`src/hdl/mpdq_pkg.sv`:
```
// Shared types and constants for the masked priority dispatch queue.
// No dependencies; imported by every module of the block.
`timescale 1ns / 1ps

package mpdq_pkg;

  localparam int unsigned PrioW       = 3;
  localparam int unsigned SvcW        = 5;
  localparam int unsigned TagW        = 6;
  localparam int unsigned SvcIdxW     = 3;
  localparam int unsigned StatusW     = 2;
  localparam int unsigned NumServices = 5;
  localparam int unsigned DefDepth    = 16;

  localparam logic ReqEnqueue  = 1'b0;
  localparam logic ReqDispatch = 1'b1;

  typedef enum logic [StatusW-1:0] {
    ST_QUEUED     = 2'd0,
    ST_FULL       = 2'd1,
    ST_DISPATCHED = 2'd2,
    ST_NO_MATCH   = 2'd3
  } status_e;

  typedef enum logic {
    S_IDLE = 1'b0,
    S_EXEC = 1'b1
  } state_e;

  // controller to datapath
  typedef struct packed {
    logic capture;  // latch request and slot compare vectors
    logic execute;  // shift slots, update count, register result
  } cmd_t;

endpackage

```
`src/hdl/mpdq_ctrl.sv`:
```
// Controller FSM for the masked priority dispatch queue.
// Depends on mpdq_pkg.
`timescale 1ns / 1ps

module mpdq_ctrl (
  input  logic          clk_i,
  input  logic          rst_ni,
  input  logic          start,
  output logic          busy,
  output logic          done_o,
  output mpdq_pkg::cmd_t cmd_o
);
  import mpdq_pkg::*;

  state_e state_q, state_d;
  logic   done_q;

  always_comb begin
    state_d = state_q;
    unique case (state_q)
      S_IDLE: if (start) state_d = S_EXEC;
      S_EXEC: state_d = S_IDLE;
      default: state_d = S_IDLE;
    endcase
  end

  always_comb begin
    cmd_o = '0;
    busy  = 1'b0;
    unique case (state_q)
      S_IDLE: cmd_o.capture = start;
      S_EXEC: begin
        cmd_o.execute = 1'b1;
        busy          = 1'b1;
      end
      default: busy = 1'b0;
    endcase
  end

  always_ff @(posedge clk_i or negedge rst_ni) begin
    if (!rst_ni) begin
      state_q <= S_IDLE;
      done_q  <= 1'b0;
    end else begin
      state_q <= state_d;
      done_q  <= cmd_o.execute;
    end
  end

  assign done_o = done_q;

endmodule

```
`src/hdl/mpdq_dpath.sv`:
```
// Datapath: slot row, per-slot compares, insert/remove shifting, result regs.
// Depends on mpdq_pkg.
`timescale 1ns / 1ps

module mpdq_dpath #(
  parameter int unsigned QUEUE_DEPTH = mpdq_pkg::DefDepth,
  parameter int unsigned LvlW        = $clog2(QUEUE_DEPTH + 1)
) (
  input  logic                          clk_i,
  input  logic                          rst_ni,
  input  mpdq_pkg::cmd_t                cmd_i,
  input  logic                          req_type_i,
  input  logic [mpdq_pkg::PrioW-1:0]    job_priority_i,
  input  logic [mpdq_pkg::SvcW-1:0]     job_services_i,
  input  logic [mpdq_pkg::TagW-1:0]     job_tag_i,
  input  logic [mpdq_pkg::SvcIdxW-1:0]  service_index_i,
  output logic [mpdq_pkg::StatusW-1:0]  status_o,
  output logic [mpdq_pkg::TagW-1:0]     out_tag_o,
  output logic [mpdq_pkg::PrioW-1:0]    out_priority_o,
  output logic [mpdq_pkg::SvcW-1:0]     out_services_o,
  output logic [LvlW-1:0]               queue_level_o
);
  import mpdq_pkg::*;

  localparam logic [LvlW-1:0] Full = LvlW'(QUEUE_DEPTH);

  logic [PrioW-1:0] slot_prio_q [QUEUE_DEPTH];
  logic [SvcW-1:0]  slot_svc_q  [QUEUE_DEPTH];
  logic [TagW-1:0]  slot_tag_q  [QUEUE_DEPTH];
  logic [LvlW-1:0]  count_q;

  // latched request
  logic             req_q;
  logic [PrioW-1:0] prio_q;
  logic [SvcW-1:0]  svc_q;
  logic [TagW-1:0]  tag_q;

  // ge: slot priority >= new priority (a prefix, slots are sorted)
  // upto: inclusive prefix OR of service matches
  logic [QUEUE_DEPTH-1:0] ge_d, ge_q, upto_d, upto_q, match;
  logic                   svc_ok;

  status_e          status_q;
  logic [TagW-1:0]  otag_q;
  logic [PrioW-1:0] oprio_q;
  logic [SvcW-1:0]  osvc_q;

  logic             full, found;
  logic [QUEUE_DEPTH-1:0] first;
  logic [TagW-1:0]  sel_tag;
  logic [PrioW-1:0] sel_prio;
  logic [SvcW-1:0]  sel_svc;

  assign svc_ok = (service_index_i < SvcIdxW'(NumServices));

  always_comb begin
    for (int i = 0; i < QUEUE_DEPTH; i++) begin
      ge_d[i]  = (LvlW'(i) < count_q) && (slot_prio_q[i] >= job_priority_i);
      match[i] = (LvlW'(i) < count_q) && svc_ok &&
                 slot_svc_q[i][service_index_i];
    end
    upto_d[0] = match[0];
    for (int i = 1; i < QUEUE_DEPTH; i++) upto_d[i] = upto_d[i-1] | match[i];
  end

  always_ff @(posedge clk_i) begin
    if (cmd_i.capture) begin
      req_q  <= req_type_i;
      prio_q <= job_priority_i;
      svc_q  <= job_services_i;
      tag_q  <= job_tag_i;
      ge_q   <= ge_d;
      upto_q <= upto_d;
    end
  end

  assign full  = (count_q == Full);
  assign found = upto_q[QUEUE_DEPTH-1];

  // one-hot first match and its fields
  always_comb begin
    first[0] = upto_q[0];
    for (int i = 1; i < QUEUE_DEPTH; i++) first[i] = upto_q[i] & ~upto_q[i-1];
    sel_tag  = '0;
    sel_prio = '0;
    sel_svc  = '0;
    for (int i = 0; i < QUEUE_DEPTH; i++) begin
      sel_tag  |= {TagW{first[i]}}  & slot_tag_q[i];
      sel_prio |= {PrioW{first[i]}} & slot_prio_q[i];
      sel_svc  |= {SvcW{first[i]}}  & slot_svc_q[i];
    end
  end

  // slot row: insert shifts toward the tail, remove shifts toward the head
  always_ff @(posedge clk_i) begin
    if (cmd_i.execute) begin
      for (int i = 0; i < QUEUE_DEPTH; i++) begin
        if (req_q == ReqEnqueue) begin
          if (!full && !ge_q[i]) begin
            if (i == 0 || ge_q[(i == 0) ? 0 : i-1]) begin
              slot_prio_q[i] <= prio_q;
              slot_svc_q[i]  <= svc_q;
              slot_tag_q[i]  <= tag_q;
            end else begin
              slot_prio_q[i] <= slot_prio_q[(i == 0) ? 0 : i-1];
              slot_svc_q[i]  <= slot_svc_q[(i == 0) ? 0 : i-1];
              slot_tag_q[i]  <= slot_tag_q[(i == 0) ? 0 : i-1];
            end
          end
        end else if (upto_q[i] && i < QUEUE_DEPTH - 1) begin
          slot_prio_q[i] <= slot_prio_q[(i < QUEUE_DEPTH - 1) ? i+1 : i];
          slot_svc_q[i]  <= slot_svc_q[(i < QUEUE_DEPTH - 1) ? i+1 : i];
          slot_tag_q[i]  <= slot_tag_q[(i < QUEUE_DEPTH - 1) ? i+1 : i];
        end
      end
    end
  end

  always_ff @(posedge clk_i or negedge rst_ni) begin
    if (!rst_ni) begin
      count_q <= '0;
    end else if (cmd_i.execute) begin
      if (req_q == ReqEnqueue) begin
        if (!full) count_q <= count_q + LvlW'(1);
      end else if (found) begin
        count_q <= count_q - LvlW'(1);
      end
    end
  end

  always_ff @(posedge clk_i) begin
    if (cmd_i.execute) begin
      if (req_q == ReqEnqueue) begin
        status_q <= full ? ST_FULL : ST_QUEUED;
        otag_q   <= '0;
        oprio_q  <= '0;
        osvc_q   <= '0;
      end else if (found) begin
        status_q <= ST_DISPATCHED;
        otag_q   <= sel_tag;
        oprio_q  <= sel_prio;
        osvc_q   <= sel_svc;
      end else begin
        status_q <= ST_NO_MATCH;
        otag_q   <= '0;
        oprio_q  <= '0;
        osvc_q   <= '0;
      end
    end
  end

  assign status_o       = status_q;
  assign out_tag_o      = otag_q;
  assign out_priority_o = oprio_q;
  assign out_services_o = osvc_q;
  assign queue_level_o  = count_q;

endmodule

```
`src/hdl/masked_priority_dispatch_queue.sv`:
```
// Top level of the masked priority dispatch queue: controller plus datapath.
// Depends on mpdq_pkg, mpdq_ctrl and mpdq_dpath.
`timescale 1ns / 1ps

// Usage
//  Request channel: drive req_type_i and the job / service fields with start
//    high; the transaction is taken at the rising edge where start is high
//    and busy is low. Enqueue uses the job fields, dispatch uses service_index_i.
//  Result channel: done_o is high for exactly one cycle with status_o,
//    out_tag_o, out_priority_o, out_services_o and queue_level_o. The
//    receiver cannot stall; the result must be sampled in that cycle.
//  Sequence: at the accept edge the request and the per-slot compare vectors
//    (priority >= new priority, and the prefix of service matches) are
//    registered; at the next edge the slot row shifts and the result and
//    done_o are registered. busy is high for the one execute cycle, and no
//    start is taken while it is high; a new start is taken in the cycle
//    that done_o is shown.
//  Queue order: highest priority first, arrival order within a priority.
//    A full queue drops an enqueued job (status full); an unknown service or
//    no matching job gives status no match.
//  Reset: rst_ni low empties the queue (level 0) and idles the controller.
//    Slot contents are not cleared; only the occupied slots are ever read.

module masked_priority_dispatch_queue #(
  parameter int unsigned QUEUE_DEPTH = mpdq_pkg::DefDepth,
  parameter int unsigned LvlW        = $clog2(QUEUE_DEPTH + 1)
) (
  input  logic                          clk_i,
  input  logic                          rst_ni,
  input  logic                          start,
  output logic                          busy,
  input  logic                          req_type_i,
  input  logic [mpdq_pkg::PrioW-1:0]    job_priority_i,
  input  logic [mpdq_pkg::SvcW-1:0]     job_services_i,
  input  logic [mpdq_pkg::TagW-1:0]     job_tag_i,
  input  logic [mpdq_pkg::SvcIdxW-1:0]  service_index_i,
  output logic                          done_o,
  output logic [mpdq_pkg::StatusW-1:0]  status_o,
  output logic [mpdq_pkg::TagW-1:0]     out_tag_o,
  output logic [mpdq_pkg::PrioW-1:0]    out_priority_o,
  output logic [mpdq_pkg::SvcW-1:0]     out_services_o,
  output logic [LvlW-1:0]               queue_level_o
);
  import mpdq_pkg::*;

  cmd_t cmd;

  // sequencing: idle / execute
  mpdq_ctrl u_ctrl (
    .clk_i  (clk_i),
    .rst_ni (rst_ni),
    .start  (start),
    .busy   (busy),
    .done_o (done_o),
    .cmd_o  (cmd)
  );

  // slot storage, compares, shifting and result registers
  mpdq_dpath #(
    .QUEUE_DEPTH (QUEUE_DEPTH),
    .LvlW        (LvlW)
  ) u_dpath (
    .clk_i           (clk_i),
    .rst_ni          (rst_ni),
    .cmd_i           (cmd),
    .req_type_i      (req_type_i),
    .job_priority_i  (job_priority_i),
    .job_services_i  (job_services_i),
    .job_tag_i       (job_tag_i),
    .service_index_i (service_index_i),
    .status_o        (status_o),
    .out_tag_o       (out_tag_o),
    .out_priority_o  (out_priority_o),
    .out_services_o  (out_services_o),
    .queue_level_o   (queue_level_o)
  );

endmodule

```
`config.mk`:
```
export PLATFORM = sky130hd
export DESIGN_NAME = masked_priority_dispatch_queue
export DESIGN_NICKNAME = d
export VERILOG_FILES = /design/src/hdl/mpdq_pkg.sv /design/src/hdl/mpdq_ctrl.sv /design/src/hdl/mpdq_dpath.sv /design/src/hdl/masked_priority_dispatch_queue.sv
export SDC_FILE = /design/constraint.sdc
export NUM_CORES = 1
export LEC_CHECK = 0
export BUFFER_PORTS_ARGS = -buffer_cell sky130_fd_sc_hd__buf_2
export CAP_MARGIN = 30
export CORE_MARGIN = 4
export CORE_UTILIZATION = 40
export DETAILED_ROUTE_END_ITERATION = 8
export SYNTH_ARGS = -nofsm -noshare
export SYNTH_HDL_FRONTEND = slang
export SYNTH_SLANG_ARGS = --single-unit
```
`constraint.sdc`:
```
create_clock -name clk_i -period 3.5 [get_ports clk_i]
set_input_delay 0.875 -clock clk_i [delete_from_list [all_inputs] [get_ports clk_i]]
set_output_delay 0.875 -clock clk_i [all_outputs]
set_load 0.05 [all_outputs]
```
==> results.txt, run 1 <==
The area inside the core boundary is roughly 0.042 mm^2. Routability-driven placement finished with a final weighted congestion of between 0.9 and 1. The iteration-0 DRC count of the detailed router is around 1,500. The worst setup path is launched from a register. The initial cell density of the core is 0.408. The reg-to-reg critical path startpoint is u_dpath.queue_level_o[1]$_DFFE_PN0P_.

The number of warnings reported in the yosys synthesis log came out at 0. The share of layout cells above drive strength 1 came out at 0.141. Setup repair after global routing left no endpoint under its margin. The overall track demand over capacity in global routing is 0.239. In the layout the commonest cells are sky130_fd_sc_hd__edfxtp_1 (287), sky130_fd_sc_hd__mux2i_1 (221), sky130_fd_sc_hd__nand2_1 (205), sky130_fd_sc_hd__o21ai_1 (128), sky130_fd_sc_hd__buf_4 (80).

The areal power density over the cells is between 500 and 600 mW/mm^2. The max-slew violation total from the final report came out at 0. The die outline height is about 220 um. The count of TritonRoute iterations in the first routing pass came out at 6. The total wirelength of the detailed-routed design is 56,900 um. The tool flagged a number of max-cap violations equal to 0. The critical path arrival came out at about 3.1 ns. After routing, the total negative slack on setup checks comes to 0 ns. The primary flip-flop cell chosen by synthesis mapping is sky130_fd_sc_hd__edfxtp_1.

The post-route standard cell area excluding fillers is around 0.019 mm^2. The minimum setup slack among reg-to-reg paths came out at approximately 0.63 ns. The maximum clock frequency is between 300 and 400 MHz. The count of flip-flops with a built-in enable after synthesis is 287. The path type of the worst setup path is reg2reg. The die area is 0.0464 mm^2. The count of unique library cells instantiated by Yosys came out at 55. In this run the clock root is driven by a sky130_fd_sc_hd__clkbuf_16. The CTS H-tree depth came out at 2.

The sequential cell area fraction in the yosys report is 0.511. The net count of the mapped netlist is about 1,600. Compared with the post-synthesis result, the final layout area differs by 12.1%. Of all nets on the critical path, the largest fanout is 15. Counting along the longest clock path gives a buffer depth of 3. A synthesized cell averages roughly 11 um^2. The instance area at placement came out at ~0.018 mm^2. The number of clock sinks came out at just under 300. The filler cell count in the final layout came out at between 3,000 and 4,000. The detail route stage leaves a number of antenna-violating nets equal to 0. The commonest non-fill, non-tap cell in the layout is sky130_fd_sc_hd__edfxtp_1. In this run the critical register-to-register path is captured at u_dpath.slot_tag_q[3][11]$_DFFE_PP_. 0 antenna diodes ended up in the layout.

Entering global routing, the biggest net connects about 50 pins. The initial antenna violation count is 2. From left edge to right edge, the die measures 215 um.

STA classifies the critical path endpoint as a register. The number of setup buffers added after CTS came out at 0. The post-layout total power is around 0.011 W. In this run the worst hold path is classified as in2async. In the final routed layout, each cell accounts on average for about 26 um. The run finished with clean final reports. The total via count in the routed design came out at between 10,000 and 15,000. The via count of the first global-routing pass is about 13,000.

TritonCTS created 36 clock buffers. Synthesis inferred just under 300 register bits. The post-synthesis instance area came out at about 0.017 mm^2. The residual DRC count came out at 0. Measured against its own limit, the worst slew margin works out to 0.322. TritonCTS built the clock tree. In the final design database the tool counted around 1,700 nets. The CTS clock-pin slew for the worst setup and hold paths is approximately 0.06 ns.

STA puts the critical path data required time at ~3.8 ns. The hold violation total from the final report came out at 0. The instance count of the mapped netlist is between 1,500 and 2,000.

In this run the static leakage power is about 6.5 nW. Clock latency on the worst-skew pair, taken at its later pin, is 0.54 ns. Between clock sinks in the finished design, the worst skew comes to between 0.015 and 0.02 ns. For this run, asynchronously set or reset flops after synthesis account for 0.0238. The total I/O pin count came out at 44. Dividing the detail-routed via count by the number of cells gives between 6 and 7.

The total of buffers placed on input and output ports came out at 43. The final count of negative-setup-slack endpoints came out at 0. The HPWL after detailed placement is 42,000 um. Of the available clock period, the critical path in the final layout requires 0.821.

At the pin with the least slew margin, the transition time is ~1 ns. The post-route worst hold slack came out at 0.171 ns. The maximum vdd drop is a little under 0.5 mV. The quantity of gates resized following cts came out at 0. The final global-route overflow total came out at 0. The first-pass GRT wire length came out at between 80,000 and 90,000 um. The time the final worst path needs with I/O delays and setup is 2.87 ns. Counting cells, the worst reg-to-reg path comes to 9. The total of hold buffers inserted after clock tree synthesis came out at 0. The number of standard-cell rows in the floorplan is between 70 and 80.
-- layout make-up --
class,count,area (um^2),area share
multi-input cells,1103,7810,0.405
well taps,539,674,0.0350
clock inverters,12,87.6,0.00454
inverters,27,101,0.00525
flip-flops and latches,294,8790,0.456
clock buffers,53,986,0.0511
repair buffers,124,836,0.0433
-- cells by family after synthesis --
family                     after synthesis  share of synthesized area
and+or+nand+nor                        364                      0.106
xor gates and xnor gates                 5                    0.00254
DFF                                    294                      0.511
muxes                                  256                      0.151
adders and majority gates               52                     0.0378
buffers and inverters                  139                     0.0363
AOI/OAI and AO/OA                      426                      0.155
-- metal layers --
layer / track usage / up-vias / wire [um]
met5: 0 / - / 0
met4: 0.0878 / 0 / 2160
met3: 0.0332 / 125 / 3670
met2: 0.396 / 613 / 27100
met1: 0.323 / 6656 / 23900
li1: - / 5931 / -
-- synth_stat cells, types with 3 or more instances --
cell                       instances  area (um^2)
sky130_fd_sc_hd__a22o_1           25          219
sky130_fd_sc_hd__nor2b_1          19          119
sky130_fd_sc_hd__nor3_2            3         30.0
sky130_fd_sc_hd__mux2_1            3         33.8
sky130_fd_sc_hd__a21o_1           15          113
sky130_fd_sc_hd__clkbuf_1         83          312
sky130_fd_sc_hd__buf_6             5         56.3
sky130_fd_sc_hd__edfxtp_1        287         8620
sky130_fd_sc_hd__a221oi_1         32          280
sky130_fd_sc_hd__xor2_1            3         26.3
sky130_fd_sc_hd__mux2_2           32          360
sky130_fd_sc_hd__buf_4            15          113
sky130_fd_sc_hd__dfrtp_1           7          175
sky130_fd_sc_hd__o21ai_1         126          631
sky130_fd_sc_hd__and3_1           19          119
sky130_fd_sc_hd__a21oi_1          49          245
sky130_fd_sc_hd__buf_2             7         35.0
sky130_fd_sc_hd__mux2i_1         221         2210
sky130_fd_sc_hd__o21ai_0          73          365
sky130_fd_sc_hd__inv_1            26         97.6
sky130_fd_sc_hd__o22ai_1           7         43.8
sky130_fd_sc_hd__ha_1             52          651
sky130_fd_sc_hd__nor3_4           12          195
sky130_fd_sc_hd__nand3b_1          6         45.0
sky130_fd_sc_hd__a31oi_1          20          125
sky130_fd_sc_hd__a22oi_1          49          368
sky130_fd_sc_hd__o21bai_1         13         97.6
sky130_fd_sc_hd__o221ai_2          4         60.1
sky130_fd_sc_hd__nor2_1           44          165
sky130_fd_sc_hd__o21a_1            3         22.5
sky130_fd_sc_hd__nand4_1           5         31.3
sky130_fd_sc_hd__nand2b_1         25          156
sky130_fd_sc_hd__nand2_1         205          769
sky130_fd_sc_hd__and4_1            8         70.1
sky130_fd_sc_hd__nand3_1           4         20.0
-- flip-flops by register name (all words and copies together), names as in the netlist, 6 cells and up --
register	flops
u_dpath.ge_q	16
u_dpath.out_tag_o	6
u_dpath.slot_prio_q	48
u_dpath.slot_svc_q	80
u_dpath.slot_tag_q	96
u_dpath.tag_q	6
u_dpath.upto_q	16
-- worst max path at each step --
stage,cells past startpoint,end,startpoint
2_1_floorplan,7,u_dpath.slot_prio_q[0][0]$_DFFE_PP_,u_dpath.queue_level_o[1]$_DFFE_PN0P_
3_3_place_gp,8,u_dpath.upto_q[13]$_DFFE_PP_,service_index_i[0]
3_5_place_dp,8,u_dpath.upto_q[13]$_DFFE_PP_,service_index_i[0]
4_1_cts,8,u_dpath.slot_svc_q[14][1]$_DFFE_PP_,u_dpath.queue_level_o[1]$_DFFE_PN0P_
5_1_grt,9,u_dpath.slot_tag_q[2][1]$_DFFE_PP_,u_dpath.queue_level_o[1]$_DFFE_PN0P_
6_report,9,u_dpath.slot_tag_q[3][11]$_DFFE_PP_,u_dpath.queue_level_o[1]$_DFFE_PN0P_
-- worst max-delay path, stage by stage, from the launching register on --
cell and delay (ns):
sky130_fd_sc_hd__dfrtp_1 0.53, sky130_fd_sc_hd__inv_1 0.15, sky130_fd_sc_hd__ha_1 0.21, sky130_fd_sc_hd__nand3_1 0.10, sky130_fd_sc_hd__nand3b_1 0.47, sky130_fd_sc_hd__buf_12 0.36, sky130_fd_sc_hd__nor3_4 0.11, sky130_fd_sc_hd__buf_4 0.32
sky130_fd_sc_hd__mux2i_1 0.23, sky130_fd_sc_hd__o21ai_0 0.10
-- report_power, final --
group	switching, W	internal, W
Sequential	0.000499	0.00434
Combinational	0.00140	0.000759
Clock	0.00150	0.00203
Total	0.00340	0.00713
-- stage by stage --
step | std cells | utilization | setup slack [ns]
after floorplan | 1536 | - | 0.340
after global placement | 2087 | 0.431 | 0.429
after detailed placement | 2087 | 0.431 | 0.363
after CTS | 2152 | 0.457 | 0.599
after global routing | 2152 | 0.457 | 0.393
final | 2152 | 0.457 | 0.627
(Power assumes the default switching activity.)
==> run 2: changes to the inputs <==
==> constraint.sdc (replaced) <==
create_clock -name clk_i -period 2.9 [get_ports clk_i]
set_input_delay 0.725 -clock clk_i [delete_from_list [all_inputs] [get_ports clk_i]]
set_output_delay 0.725 -clock clk_i [all_outputs]
set_load 0.05 [all_outputs]
==> results.txt, run 2 (synthesis results as in run 1) <==
The final count of negative-setup-slack endpoints is 0 (unchanged). The worst register-to-register path begins at u_dpath.queue_level_o[0]$_DFFE_PN0P_. The antenna diode instance count came out at 0 (unchanged). The number of cells on the worst reg-to-reg path came out at 6 (-3).

The total wirelength of the detailed-routed design is 56,900 um (about the same). The total of hold buffers inserted after clock tree synthesis came out at 0 (unchanged). The minimum setup slack among reg-to-reg paths was 0.34 ns (-0.28 ns). The clock network latency to the later pin of the worst-skew pair came out at 0.53 ns (about the same).

The maximum clock insertion buffer count is 3 (unchanged). The CTS H-tree depth came to 2 (unchanged). The placer's final routability congestion estimate was 0.951 (+2.2%).

The run finished with clean final reports. The filler cell count in the final layout is 3,927 (+0.26%). The number of flip-flops in the largest register came out at 96 (unchanged). The die outline height came out at 215 um (unchanged). The die area is 0.0464 mm^2 (unchanged). The cell count after placement came out at 2,090 (+0.14%).

The number of setup buffers added after CTS is 0 (unchanged). The clock skew is 0.0150 ns (-0.00232 ns). STA classifies the critical path startpoint as a register. The area used by multi-input combinational logic is 0.00784 mm^2 (+0.43%). The TritonCTS clock tree is done. The maximum number of pins on one net before global-route repair was 49 (unchanged). The register with the most flip-flops in the final layout is u_dpath.slot_tag_q.

The number of buffers inserted during clock tree synthesis is 36 (unchanged). The HPWL after detailed placement came out at 42,200 um (+0.29%). The wire length per cell is 26.5 um (about the same). The total I/O pin count came out at 44 (unchanged). The top fanout value on the critical path was 31 (+16). The total number of nets in the final design came to 1,662 (+0.18%).

The areal power density over the cells is 658 mW/mm^2 (+21%). The number of clock sinks came out at 294 (unchanged). STA classifies the critical path endpoint as a register. The critical path ends at u_dpath.slot_tag_q[2][2]$_DFFE_PP_. The initial cell density of the core came out at 0.408 (unchanged). The total via count in the routed design came out at 13,266 (-0.44%).

Setup repair after global routing left no endpoint under its margin. The final worst-path cycle share is 0.881 (+0.0605). The initial antenna violation count is 0 (-2). The iteration-0 DRC count of the detailed router was 1,200 (-21%). The max-slew violation total from the final report is 0 (unchanged). The area inside the core boundary is 0.0422 mm^2 (unchanged). The count of TritonRoute iterations in the first routing pass came out at 6 (unchanged). The quantity of gates resized following cts is 0 (unchanged). The number of standard-cell rows in the floorplan came out at 75 (unchanged). The required time of the critical path came out at 3.05 ns (-0.72 ns). The commonest non-fill, non-tap cell in the layout is sky130_fd_sc_hd__edfxtp_1. The critical path in this run is classified as reg2reg.

The area occupied by registers came to 0.00879 mm^2 (about the same). The actual transition at the worst max-transition pin came out at 0.876 ns (-0.139 ns). The non-filler instance count after layout came to 2,151 (-0.046%). The static power due to leakage came out at 6.63 nW (+1.3%).

The final global-route overflow total is 0 (unchanged). The relative max-transition margin is 0.416 (+0.0940). In this run the most used layer during global routing was met2. The maximum vdd drop is 0.504 mV (+1.5%). The die width came out at 215 um (unchanged). The via-per-instance ratio was 6.17 (-0.40%). The via count of the first global-routing pass is 13,304 (+1.3%). The CTS clock-pin slew for the worst setup and hold paths is 0.06 ns (about the same). The tightest min-delay check is of the in2async type.

The hold violation total from the final report was 0 (unchanged). The critical path arrival is 2.71 ns (-0.43 ns). The met2 usage in global routing is 0.399 (+0.00381). The met3 routing resource usage after global routing came to 0.0357 (+0.00253). The time the final worst path needs with I/O delays and setup came out at 2.56 ns (-0.317 ns). The max-cap violation count is 0 (unchanged). Relative to the synthesized area, the layout overhead comes to 12.7%. In the layout the commonest cells are sky130_fd_sc_hd__edfxtp_1 (287), sky130_fd_sc_hd__mux2i_1 (221), sky130_fd_sc_hd__nand2_1 (205), sky130_fd_sc_hd__o21ai_1 (128), sky130_fd_sc_hd__buf_4 (81).

The residual DRC count was 0 (unchanged). The largest registers in the layout are u_dpath.slot_tag_q (96), u_dpath.slot_svc_q (80), u_dpath.slot_prio_q (48). CTS placed an instance of sky130_fd_sc_hd__clkbuf_16 at the clock tree root. The overall track demand over capacity in global routing came out at 0.240 (+0.000809). The final critical-path setup slack is 0.344 ns (-0.283 ns). In this run the worst setup path begins at u_dpath.queue_level_o[0]$_DFFE_PN0P_. The endpoint of the worst-slack reg-to-reg timing path is u_dpath.slot_tag_q[2][2]$_DFFE_PP_.

The routing usage on met1 came out at 0.321 (-0.00217). The share of layout cells above drive strength 1 came out at 0.149 (+0.00815). The pre-CTS setup slack came out at 0.101 ns (-0.261 ns).

The remaining number of nets flagged by the antenna check after routing was 0 (unchanged). The maximum clock frequency was 391 MHz (+12%). The total of buffers placed on input and output ports came out at 43 (unchanged). The first-pass GRT wire length is 85,900 um (+0.61%). The post-layout total power came to 0.0128 W (+21%).
run 2: changes by cell type in the layout (fill, tap and decap cells not counted), moves of 2 or more:
cell	before	now
sky130_fd_sc_hd__o21bai_1	13	4
sky130_fd_sc_hd__o21bai_2	0	9
sky130_fd_sc_hd__clkbuf_1	16	9
sky130_fd_sc_hd__clkbuf_8	0	5
sky130_fd_sc_hd__buf_12	1	3
sky130_fd_sc_hd__inv_6	2	0
run 2: metrics by stage:
step	instance area, um^2	hold WS, ns	TNS, ns	utilization
floorplan	17200	0.429	-7.29	-
global placement	18300	0.573	0	0.433
detailed placement	18300	0.580	0	0.433
CTS	19400	0.0224	0	0.459
global route	19400	0.0291	0	0.459
finish	19400	0.0304	0	0.459
run 2: power breakdown:
| part | switching, W | internal [W] | leakage [nW] | total [W] |
|---|---|---|---|---|
| registers | 0.000630 | 0.00524 | 2.75 | 0.00587 |
| logic | 0.00166 | 0.000939 | 3.34 | 0.00260 |
| clock network | 0.00176 | 0.00254 | 0.535 | 0.00429 |
run 2: worst min path at each step:
stage	end	cells past startpoint
after global placement	u_dpath.slot_tag_q[7][3]$_DFFE_PP_	2
after CTS	u_dpath.queue_level_o[4]$_DFFE_PN0P_	1
final	u_dpath.queue_level_o[4]$_DFFE_PN0P_	1
after floorplan	u_ctrl.done_o$_DFF_PN0_	0
after global routing	u_dpath.queue_level_o[0]$_DFFE_PN0P_	1
after detailed placement	u_ctrl.done_o$_DFF_PN0_	1
run 2: area by class of cell:
| cell class | instances | area share |
|---|---|---|
| tap | 539 | 0.0348 |
| multi-input combinational | 1103 | 0.404 |
| clock inverter | 10 | 0.00342 |
| inverter | 27 | 0.00523 |
| clock buffer | 51 | 0.0530 |
| timing repair buffer | 127 | 0.0456 |
| sequential | 294 | 0.454 |
run 2: critical path: stages (launching register included):
cell and delay (ns):
sky130_fd_sc_hd__dfrtp_1 0.53, sky130_fd_sc_hd__inv_1 0.12, sky130_fd_sc_hd__ha_1 0.22, sky130_fd_sc_hd__nand3_1 0.11, sky130_fd_sc_hd__nand3b_1 0.09, sky130_fd_sc_hd__buf_4 0.33, sky130_fd_sc_hd__o21bai_2 0.76
run 2: layer usage:
layer	wire length [um]	part of all wire
met5	0	0
met4	2150	0.038
met3	3850	0.068
met2	27300	0.48
met1	23600	0.42
==> run 3: changes to the inputs <==
--- a/config.mk
+++ b/config.mk
@@ -7,9 +7,12 @@
 export LEC_CHECK = 0
 export BUFFER_PORTS_ARGS = -buffer_cell sky130_fd_sc_hd__buf_2
 export CAP_MARGIN = 30
+export CELL_PAD_IN_SITES_DETAIL_PLACEMENT = 0
+export CELL_PAD_IN_SITES_GLOBAL_PLACEMENT = 2
 export CORE_MARGIN = 4
 export CORE_UTILIZATION = 40
 export DETAILED_ROUTE_END_ITERATION = 8
+export PLACE_DENSITY_LB_ADDON = 0.1
 export SYNTH_ARGS = -nofsm -noshare
 export SYNTH_HDL_FRONTEND = slang
 export SYNTH_SLANG_ARGS = --single-unit
==> results.txt, run 3 (synthesis results as in run 1) <==
The reg-to-reg critical path startpoint is u_dpath.queue_level_o[1]$_DFFE_PN0P_. The final worst-path cycle share is 0.880 (-0.00106). The number of flip-flops in the largest register came out at 96 (unchanged). The critical path goes through inv_1 -> ha_1 -> nand3_1 -> nand3b_1 -> buf_12 -> o21bai_2. The max-cap violation count came out at 0 (unchanged). The maximum number of pins on one net before global-route repair is 49 (unchanged). The initial cell density of the core is 0.408 (unchanged). The CTS H-tree depth came out at 2 (unchanged). The top fanout value on the critical path came out at 31 (unchanged).

The startpoint identified for the worst hold timing path is job_tag_i[4]. The minimum setup slack among reg-to-reg paths came to 0.35 ns (about the same). STA classifies the critical path endpoint as a register.

The non-filler instance count after layout is 2,162 (+0.51%). The largest registers in the layout are u_dpath.slot_tag_q (96), u_dpath.slot_svc_q (80), u_dpath.slot_prio_q (48). The remaining number of nets flagged by the antenna check after routing is 0 (unchanged). The post-layout total power came to 0.0131 W (+2.7%). The total buffers and inverters traversed by the critical path is 2 (unchanged). The die width came out at 215 um (unchanged). The area inside the core boundary came out at 0.0422 mm^2 (unchanged).

The wire length per cell came out at 28.1 um (+6.2%). The maximum vdd drop is 0.498 mV (-1.1%). The most critical setup path has its startpoint at u_dpath.queue_level_o[1]$_DFFE_PN0P_. The cell count after placement is 2,096 (+0.29%). The total wirelength of the detailed-routed design is 60,800 um (+6.8%). Leaving out fill and tap cells, the most frequent cell in the layout is sky130_fd_sc_hd__edfxtp_1.

The critical path is of the reg2reg type. The static power due to leakage is 6.70 nW (+1.1%). The biggest cell delay along the critical path came to 0.73 ns (-0.03 ns). The residual DRC count is 0 (unchanged). The CTS clock-pin slew for the worst setup and hold paths came out at 0.06 ns (about the same). The path with the worst hold slack has its endpoint at u_dpath.tag_q[4]$_DFFE_PP_. The run finished with clean final reports.

In this run the critical register-to-register path is captured at u_dpath.slot_tag_q[0][9]$_DFFE_PP_. The clock skew is 0.0257 ns (+0.0108 ns). The layout-stage area growth over the synthesis result came out at 13.4%. The total number of nets in the final design came out at 1,671 (+0.54%). Setup repair after global routing left no endpoint under its margin. The critical path arrival came out at 2.74 ns (+0.03 ns). In the layout the commonest cells are sky130_fd_sc_hd__edfxtp_1 (287), sky130_fd_sc_hd__mux2i_1 (221), sky130_fd_sc_hd__nand2_1 (205), sky130_fd_sc_hd__o21ai_1 (128), sky130_fd_sc_hd__buf_4 (87).

The maximum clock frequency is 392 MHz (+0.12%). The total negative slack for setup checks came to 0 ns (unchanged). Along the worst hold path, the cell count comes to 1. The time the final worst path needs with I/O delays and setup was 2.55 ns (-0.00308 ns). STA classifies the critical path startpoint as a register. The tree is rooted in a sky130_fd_sc_hd__clkbuf_16. The total I/O pin count came out at 44 (unchanged). The required time of the critical path is 3.08 ns (+0.03 ns). The via-per-instance ratio is 6.02 (-2.3%).

The max-slew violation total from the final report is 0 (unchanged). The total via count in the routed design came out at 13,026 (-1.8%). The number of clock sinks is 294 (unchanged). The first-pass GRT wire length came out at 90,000 um (+4.8%). The via count of the first global-routing pass came out at 13,267 (-0.28%). The count of TritonRoute iterations in the first routing pass is 6 (unchanged). The maximum clock insertion buffer count came out at 3 (unchanged). More flip-flops sit in one register than any other, and that register is u_dpath.slot_tag_q. The final global-route overflow total is 0 (unchanged). The HPWL after detailed placement came out at 45,000 um (+6.6%).

In this design, the largest share of critical-path delay is due to compound AO/OA/AOI/OAI gates. The relative max-transition margin was 0.395 (-0.0203). The total of buffers placed on input and output ports came out at 43 (unchanged). The overall track demand over capacity in global routing was 0.259 (+0.0185). The number of cells on the worst reg-to-reg path is 6 (unchanged).

The share of layout cells above drive strength 1 came to 0.156 (+0.00700). TritonCTS built the clock tree. The initial antenna violation count is 0 (unchanged).

The antenna diode instance count is 0 (unchanged). The die outline height is 215 um (unchanged). The hold violation total from the final report came out at 0 (unchanged). The die area came to 0.0464 mm^2 (unchanged). The number of standard-cell rows in the floorplan was 75 (unchanged). The number of buffers inserted during clock tree synthesis came out at 38 (+5.6%).

The slowest stage of the critical path is the sky130_fd_sc_hd__o21bai_2 cell. The min-delay analysis places its worst path in the category in2reg. The actual transition at the worst max-transition pin came out at 0.907 ns (+0.0305 ns). The areal power density over the cells is 672 mW/mm^2 (+2.0%). The iteration-0 DRC count of the detailed router is 1,110 (-7.5%). The clock network latency to the later pin of the worst-skew pair came out at 0.58 ns (+0.05 ns). The final count of negative-setup-slack endpoints is 0 (unchanged). The placer's final routability congestion estimate came out at 0.898 (-5.5%).
run 3: changes by cell type in the layout (fill, tap and decap cells not counted), moves of 2 or more:
cell                        previous run  this run
sky130_fd_sc_hd__buf_4                81        87
sky130_fd_sc_hd__clkbuf_8              5         0
sky130_fd_sc_hd__clkinv_2              2         6
sky130_fd_sc_hd__bufinv_16             1         3
sky130_fd_sc_hd__inv_6                 0         2
run 3: repair_timing:
action                                 in CTS  in global routing
hold buffers                                1                  0
resized for setup                           0                  0
endpoints found under the hold margin       7                  0
buffers inserted                            0                  0
run 3: area by class of cell:
cell class	instances	area (um^2)
Tap cell	539	674
Timing Repair Buffer	134	938
Clock buffer	46	981
Multi-Input combinational cell	1103	7840
Clock inverter	19	185
Inverter	27	101
Fill cell	3927	22700
Sequential cell	294	8790
run 3: layer usage:
layer / vias up / track usage / part of all wire
li1: 5956 / - / -
met1: 6523 / 0.340 / 0.43
met2: 420 / 0.443 / 0.49
met3: 127 / 0.0273 / 0.046
met4: 0 / 0.0986 / 0.039
met5: - / 0 / 0
run 3: worst max path at each step:
stage	endpoint	slack, ns	cells after the start
2_1_floorplan	u_dpath.slot_prio_q[0][0]$_DFFE_PP_	-0.26	7
3_3_place_gp	u_dpath.upto_q[15]$_DFFE_PP_	0.09	9
3_5_place_dp	u_dpath.upto_q[13]$_DFFE_PP_	0.006	9
4_1_cts	u_dpath.slot_svc_q[1][2]$_DFFE_PP_	0.28	6
5_1_grt	u_dpath.slot_tag_q[0][9]$_DFFE_PP_	0.11	6
6_report	u_dpath.slot_tag_q[0][9]$_DFFE_PP_	0.35	6
run 3: through the flow:
| step | setup WS [ns] | util | hold WS [ns] | area, um^2 |
|---|---|---|---|---|
| final | 0.347 | 0.462 | 0.322 | 19500 |
| after detailed placement | 0.00573 | 0.434 | 0.569 | 18300 |
| after global placement | 0.0865 | 0.434 | 0.567 | 18300 |
| after CTS | 0.279 | 0.462 | 0.290 | 19500 |
| after global routing | 0.109 | 0.462 | 0.309 | 19500 |
| after floorplan | -0.260 | - | 0.429 | 17200 |
run 3: power breakdown:
| part | internal, W | switching, W | total, W |
|---|---|---|---|
| Combinational | 0.000959 | 0.00168 | 0.00264 |
| Sequential | 0.00524 | 0.000655 | 0.00589 |
| Clock | 0.00268 | 0.00190 | 0.00458 |
| Total | 0.00887 | 0.00423 | 0.0131 |
